File: src/dew_point_from_temp_humidity_macros.svh
// Assertion macros for the dew point RTL.
`ifndef DEW_POINT_FROM_TEMP_HUMIDITY_MACROS_SVH
`define DEW_POINT_FROM_TEMP_HUMIDITY_MACROS_SVH
`ifndef NO_ASSERTIONS
`define DPTH_ASSERT(lbl, clk, rst_n, prop) \
    lbl: assert property (@(posedge clk) disable iff (!rst_n) prop) \
        else $error("dew point assertion failed");
`define DPTH_NEVER(lbl, clk, rst_n, expr) \
    lbl: assert property (@(posedge clk) disable iff (!rst_n) !(expr)) \
        else $error("dew point forbidden condition seen");
`else
`define DPTH_ASSERT(lbl, clk, rst_n, prop)
`define DPTH_NEVER(lbl, clk, rst_n, expr)
`endif
`endif

File: src/dpth_div_cell.sv
// One restoring division cell: decides one quotient bit and passes the item on.
`timescale 1ns / 1ps
`default_nettype none
module dpth_div_cell #(
    parameter int unsigned NW     = 45,
    parameter int unsigned QW     = 21,
    parameter int unsigned SIDE_W = 2,
    parameter int unsigned SHIFT  = 0
) (
    input  wire logic              aclk,
    input  wire logic              aresetn,
    input  wire logic              in_vld,
    output logic                   in_rdy,
    input  wire logic [NW-1:0]     in_rem,
    input  wire logic [NW-1:0]     in_den,
    input  wire logic [QW-1:0]     in_quo,
    input  wire logic [SIDE_W-1:0] in_side,
    output logic                   out_vld,
    input  wire logic              out_rdy,
    output logic [NW-1:0]          out_rem,
    output logic [NW-1:0]          out_den,
    output logic [QW-1:0]          out_quo,
    output logic [SIDE_W-1:0]      out_side
);
    localparam int unsigned EW = NW + QW;

    logic              vld_reg;
    logic [NW-1:0]     rem_reg, rem_next;
    logic [NW-1:0]     den_reg;
    logic [QW-1:0]     quo_reg, quo_next;
    logic [SIDE_W-1:0] side_reg;
    logic [EW-1:0]     dsh, remx, diff;
    logic              take;

    assign in_rdy = !vld_reg || out_rdy;

    always_comb begin
        dsh      = EW'(in_den) << SHIFT;
        remx     = EW'(in_rem);
        take     = remx >= dsh;
        diff     = remx - dsh;
        rem_next = take ? diff[NW-1:0] : in_rem;
        quo_next = {in_quo[QW-2:0], take};
    end

    always_ff @(posedge aclk) begin
        if (!aresetn) begin
            vld_reg <= 1'b0;
        end else if (in_rdy) begin
            vld_reg <= in_vld;
        end
    end

    always_ff @(posedge aclk) begin
        if (in_rdy && in_vld) begin
            rem_reg  <= rem_next;
            den_reg  <= in_den;
            quo_reg  <= quo_next;
            side_reg <= in_side;
        end
    end

    assign out_vld  = vld_reg;
    assign out_rem  = rem_reg;
    assign out_den  = den_reg;
    assign out_quo  = quo_reg;
    assign out_side = side_reg;
endmodule
`default_nettype wire

File: src/dpth_div_chain.sv
// Row of division cells, one quotient bit per cell, most significant bit first.
`timescale 1ns / 1ps
`default_nettype none
module dpth_div_chain #(
    parameter int unsigned NW     = 45,
    parameter int unsigned QW     = 21,
    parameter int unsigned SIDE_W = 2
) (
    input  wire logic              aclk,
    input  wire logic              aresetn,
    input  wire logic              in_vld,
    output logic                   in_rdy,
    input  wire logic [NW-1:0]     in_num,
    input  wire logic [NW-1:0]     in_den,
    input  wire logic [SIDE_W-1:0] in_side,
    output logic                   out_vld,
    input  wire logic              out_rdy,
    output logic [NW-1:0]          out_rem,
    output logic [NW-1:0]          out_den,
    output logic [QW-1:0]          out_quo,
    output logic [SIDE_W-1:0]      out_side
);
    logic              vld  [QW+1];
    logic              rdy  [QW+1];
    logic [NW-1:0]     rem  [QW+1];
    logic [NW-1:0]     den  [QW+1];
    logic [QW-1:0]     quo  [QW+1];
    logic [SIDE_W-1:0] side [QW+1];

    assign vld[0]  = in_vld;
    assign in_rdy  = rdy[0];
    assign rem[0]  = in_num;
    assign den[0]  = in_den;
    assign quo[0]  = '0;
    assign side[0] = in_side;

    for (genvar i = 0; i < QW; i++) begin : g_cell
        dpth_div_cell #(
            .NW(NW), .QW(QW), .SIDE_W(SIDE_W), .SHIFT(QW - 1 - i)
        ) u_cell (
            .aclk(aclk), .aresetn(aresetn),
            .in_vld(vld[i]), .in_rdy(rdy[i]),
            .in_rem(rem[i]), .in_den(den[i]), .in_quo(quo[i]), .in_side(side[i]),
            .out_vld(vld[i+1]), .out_rdy(rdy[i+1]),
            .out_rem(rem[i+1]), .out_den(den[i+1]), .out_quo(quo[i+1]),
            .out_side(side[i+1])
        );
    end

    assign rdy[QW]  = out_rdy;
    assign out_vld  = vld[QW];
    assign out_rem  = rem[QW];
    assign out_den  = den[QW];
    assign out_quo  = quo[QW];
    assign out_side = side[QW];
endmodule
`default_nettype wire

File: config.mk
export PLATFORM = sky130hd
export DESIGN_NAME = dpth_div_chain
export DESIGN_NICKNAME = d
export VERILOG_FILES = /design/src/dew_point_from_temp_humidity_macros.svh /design/src/dpth_div_cell.sv /design/src/dpth_div_chain.sv
export SDC_FILE = /design/constraint.sdc
export NUM_CORES = 2
export LEC_CHECK = 0
export ABC_CLOCK_PERIOD_IN_PS = 5200
export CAP_MARGIN = 30
export CORE_UTILIZATION = 55
export CTS_BUF_LIST = sky130_fd_sc_hd__clkbuf_4
export DETAILED_ROUTE_END_ITERATION = 12
export DONT_BUFFER_PORTS = 1
export HOLD_SLACK_MARGIN = 0.15
export PLACE_DENSITY = 0.73
export SETUP_SLACK_MARGIN = 0.15
export SLEW_MARGIN = 5
export SYNTH_ARGS = -nofsm -noshare
export SYNTH_HDL_FRONTEND = slang
export SYNTH_HIERARCHICAL = 1
export SYNTH_SLANG_ARGS = --single-unit
File: constraint.sdc
create_clock -name aclk -period 5.2 [get_ports aclk]
set_input_delay 0 -clock aclk [delete_from_list [all_inputs] [get_ports aclk]]
set_output_delay 0 -clock aclk [all_outputs]
set_load 0.01 [all_outputs]
# --- After elaboration in Yosys (flattened, before gate mapping) ---
# Index checks and enable logic that the tools add are counted.
classes:
  add_sub_neg: 21
  n_lt_le_gt_ge: 21
  mux: 21
  reduce_logical: 63
op_table:
  columns: ["operator", "count"]
  rows:
  - ["$mux 45", 21]
  - ["$sub 45x45->45", 21]
  - ["$ge 45x65->1", 1]
  - ["$ge 45x64->1", 1]
  - ["$ge 45x63->1", 1]
  - ["$ge 45x62->1", 1]
  - ["$ge 45x61->1", 1]
  - ["$ge 45x60->1", 1]
  - ["$ge 45x59->1", 1]
  - ["$ge 45x58->1", 1]
  - ["$ge 45x57->1", 1]
  - ["$ge 45x56->1", 1]
  - ["$ge 45x55->1", 1]
  - ["$ge 45x54->1", 1]
  - ["$ge 45x53->1", 1]
  - ["$ge 45x52->1", 1]
  - ["$ge 45x51->1", 1]
  - ["$ge 45x50->1", 1]
  - ["$ge 45x49->1", 1]
  - ["$ge 45x48->1", 1]
  - ["$ge 45x47->1", 1]
  - ["$ge 45x46->1", 1]
  - ["$ge 45x45->1", 1]
  - ["$logic_and 1x1->1", 21]
  - ["other kinds (2)", 42]
totals:
  reg_bits: 2184
  in_bits: 96
  output_inout_bits: 115
  elab_cells: 231

# --- Logic depth before layout (Yosys ltp) ---
logic_depth:
  word_depth: 23
  depth_mapped: 22

# --- Modules after synthesis ---
# Netlist, hierarchy kept.
modules_own_cells:
  columns: ["mod", "instances", "cells_per_inst", "area_each_um2"]
  rows:
  - ["dpth_div_cell (g_cell[19].u_cell)", 1, 627, 7076.8]
  - ["dpth_div_cell (g_cell[16].u_cell)", 1, 572, 6769.0]
  - ["dpth_div_cell (g_cell[15].u_cell)", 1, 576, 6695.2]
  - ["dpth_div_cell (g_cell[20].u_cell)", 1, 632, 6666.4]
  - ["dpth_div_cell (g_cell[18].u_cell)", 1, 596, 6585.1]
  - ["dpth_div_cell (g_cell[17].u_cell)", 1, 608, 6558.8]
  - ["dpth_div_cell (g_cell[14].u_cell)", 1, 575, 6510.0]
  - ["dpth_div_cell (g_cell[13].u_cell)", 1, 536, 6398.6]
  - ["dpth_div_cell (g_cell[10].u_cell)", 1, 539, 6369.9]
  - ["dpth_div_cell (g_cell[12].u_cell)", 1, 522, 6333.6]
  - ["dpth_div_cell (g_cell[11].u_cell)", 1, 496, 6059.6]
  - ["dpth_div_cell (g_cell[9].u_cell)", 1, 537, 6033.3]
  - ["dpth_div_cell (g_cell[6].u_cell)", 1, 448, 5863.1]
  - ["dpth_div_cell (g_cell[8].u_cell)", 1, 494, 5810.6]
  - ["8 more rows", null, null, null]

# --- Worst setup path after synthesis ---
# Ideal clock, no wire load.
synth_timing:
  path_type: "register to register"
  from: "register g_cell[20].u_cell.vld_reg"
  to: "register g_cell[0].u_cell.den_reg[0], enable pin"
  setup_ps: 485
  t_arrival_ps: 5403
  required_ps: 4715
  path_slack_ps: -689
  stages_incl_launch_ff: 23
  n_path_buf: 0
  period_less_slack_ps: 5889
  cell_sequence: "dfxtp_1 nand2b_1 nand2b_1 nand2b_1 nand2b_1 nand2b_1 nand2b_1 nand2b_1 nand2b_1 nand2b_1 nand2b_1 nand2b_1 nand2b_1 nand2b_1 nand2b_1 nand2b_1 nand2b_1 nand2b_1 nand2b_1 nand2b_1 nand2b_1 nand2b_1 and2_1"
synth_rtl:
  columns: ["element", "line", "source"]
  rows:
  - ["start, declared", "dpth_div_cell.sv:27", "logic vld_reg;"]
  - ["start signal, assigned", "dpth_div_cell.sv:50", "vld_reg <= in_vld;"]
  - ["end signal, assigned", "dpth_div_cell.sv:57", "den_reg <= in_den;"]
  - ["end, declared", "dpth_div_cell.sv:29", "logic [NW-1:0] den_reg;"]

==> impl_metrics.ini <==
[run_status]
status = complete, no violations

[timing]
timing.fmax_mhz = 207
min_period_over_period_pct = 92.9
period_needed_ps = 4830
rsz0062_at_grt = false
worst_pin_slew_ps = 1000
tns_ps = 0
maxSlewHeadroom_pct = 32.4
finalClockSkew_ps = 127
finalSetupViolCount = 0
slew_violations = 0
finalHoldViolations = 0

[global_routing]
overflow = 0
antenna_found_initial = 11
grt_pass1_wl_um = 507000
grt_max_degree = 114
grt_pass1_vias = 85600
track_usage_pct = 29.5

[floorplan]
core-area_um2 = 221000
io_pins = 211
num_rows = 172
die_y_um = 474
dieArea_um2 = 225000
initial_core_util_pct = 55.5
die_w_um = 474

[cts]
max-clock-path-buffers = 4
htree_levels = 6
ctsRootBufferMaster = clkbuf_4
cts_buffers = 586
clk_latency_ps = 1440
clk_pin_slew_ps = 80
clkSinkCount = 2184
cts_tree = yes

[min_path]
min_path_type = in2reg

[synthesis]
ys_warn_count = 6
syn_inst = 10400
synth_nets = 11300
syn_area_um2 = 123000
avgSynthCellArea_um2 = 11.7

[final_layout]
syn_to_final_growth_pct = 10.7
nFillCells = 17400
drive_above_1_share_pct = 14.9
fin_nets = 11900
instances_no_fill = 14500
postLayoutCellArea_um2 = 136000

[power]
p_comb_share_pct = 2.7
p_leak_uw = 0.0532
pwr-share-seq_pct = 54.5
p_int_uw = 27500
swShare_pct = 22.0
p_per_area_nw_per_um2 = 260
p_switching_uw = 7760
peakVddDrop_mv = 0.251
power_frac_clock_pct = 42.8

[critical_path]
crit_buf_inv = 4
max_stage_delay_ps = 570
path_common_cell = nand2b_4
start_kind = primary input
crit_family = simple AND/OR/NAND/NOR gates
cp.arrival_ps = 4830
crit_required_ps = 5200
cp_max_fo = 3
critPathSlowestCell = dlygate4sd3_1
criticalPathCategory = in2out
cp-end-kind = output pin

[placed_design]
dpl_cell_area_um2 = 125000
dpl.hpwl_um = 254000
gp_congestion = 0.970
dp_cells = 13200
portBuffers = 0

[routing]
drc = 0
routed_via_density = 6.01
routed_wl_um = 336000
ant_nets = 0
post_drt_wl_per_cell_um = 23.2
route.vias.total = 86900
drt_iter0_drc = 6962
firstDrtPassIters = 9

[run]
maxCapViolCount = 0
## routing by layer
layer	part of all wire, %	vias up	wire length [µm]	global-route usage (%)
met3	5.6	797	18800	4.63
met5	0.0080	-	27	0
li1	-	40700	-	-
met4	4.9	4	16500	14.1
met2	49	3201	163000	50.1
met1	41	42200	137000	36.7
## power by group through the flow
stage                     combinational [µW]  sequential, µW  clock, µW
after global routing                    1010           19200      16500
after CTS                                889           19200      15500
after detailed placement                 701           19600          0
final                                    943           19200      15100
after global placement                   679           19600          0
after floorplan                          555           19600          0
## flip-flops by register name (all words and copies together), names as in the netlist
| register | count |
|---|---|
| g_cell.u_cell/out_quo | 231 |
| g_cell.u_cell/out_rem | 945 |
| g_cell.u_cell/out_den | 945 |
| g_cell.u_cell/out_vld | 21 |
| g_cell.u_cell/out_side | 42 |
## final timing paths
| path | start | endpoint | slack (ps) | depth (start not counted) |
|---|---|---|---|---|
| worst max register to register | g_cell[11].u_cell/out_den[19]$_DFFE_PP_ | g_cell[12].u_cell/out_rem[13]$_DFFE_PP_ | 800 | 12 |
| worst min-delay path | in_side[1] | g_cell[0].u_cell/out_side[1]$_DFFE_PP_ | 320 | 3 |
| worst min register to register | g_cell[5].u_cell/out_side[1]$_DFFE_PP_ | g_cell[6].u_cell/out_side[1]$_DFFE_PP_ | 380 | 0 |
| worst max-delay path | out_rdy | in_rdy | 370 | 25 |
## timing repair
item                                   4_1_cts  5_1_grt
resized for setup                           18        5
hold buffers                               291        0
setup endpoints to repair                    1        1
endpoints found under the hold margin      823        0
setup buffers                                0        3
## layout by cell type (no fill, tap or decap), types with 110 or more instances in the layout
cell / instances
nand4_1: 184
clkinv_1: 121
mux2_2: 192
nor2_1: 489
a21oi_1: 757
o21ai_0: 516
ha_1: 735
mux2_4: 267
clkbuf_4: 790
nor3_1: 122
o21a_1: 110
xnor2_1: 346
edfxtp_1: 2163
nand2_1: 739
dlygate4sd3_1: 291
xor2_1: 243
a21o_1: 323
nand3_1: 204
inv_1: 964
## final cells by class
cell class / instances / area [µm²] / share of cell area [%]
Multi-Input combinational cell: 6955 / 51600 / 38.0
Clock buffer: 790 / 5930 / 4.37
Sequential cell: 2184 / 65400 / 48.2
Antenna cell: 17 / 42.5 / 0.0314
Clock inverter: 200 / 1310 / 0.968
Timing Repair Buffer: 390 / 4030 / 2.97
Inverter: 969 / 3650 / 2.69
Tap cell: 2958 / 3700 / 2.73
## worst reg2reg max path: stages (launching register included)
cell             delay [ps]
edfxtp_1                390
inv_1                    60
ha_1                    450
nand2_1                 120
nor4_1                  410
nand3_1                 120
nor3_1                  630
nor4b_1                 370
clkdlybuf4s18_2         330
a211oi_2                 70
a21oi_4                 420
buf_12                  280
mux2_2                  450
## through the flow
stage / hold slack, ps / utilization, % / setup slack (ps) / total power, µW
3_3_place_gp: 98.9 / 56.8 / 469 / 20300
2_1_floorplan: 98.9 / - / 151 / 20200
3_5_place_dp: 98.9 / 56.8 / 481 / 20300
4_1_cts: 194 / 61.5 / 164 / 35600
5_1_grt: 229 / 61.5 / 101 / 36700
6_report: 317 / 61.5 / 371 / 35300
Power figures use the tool's default switching activity.
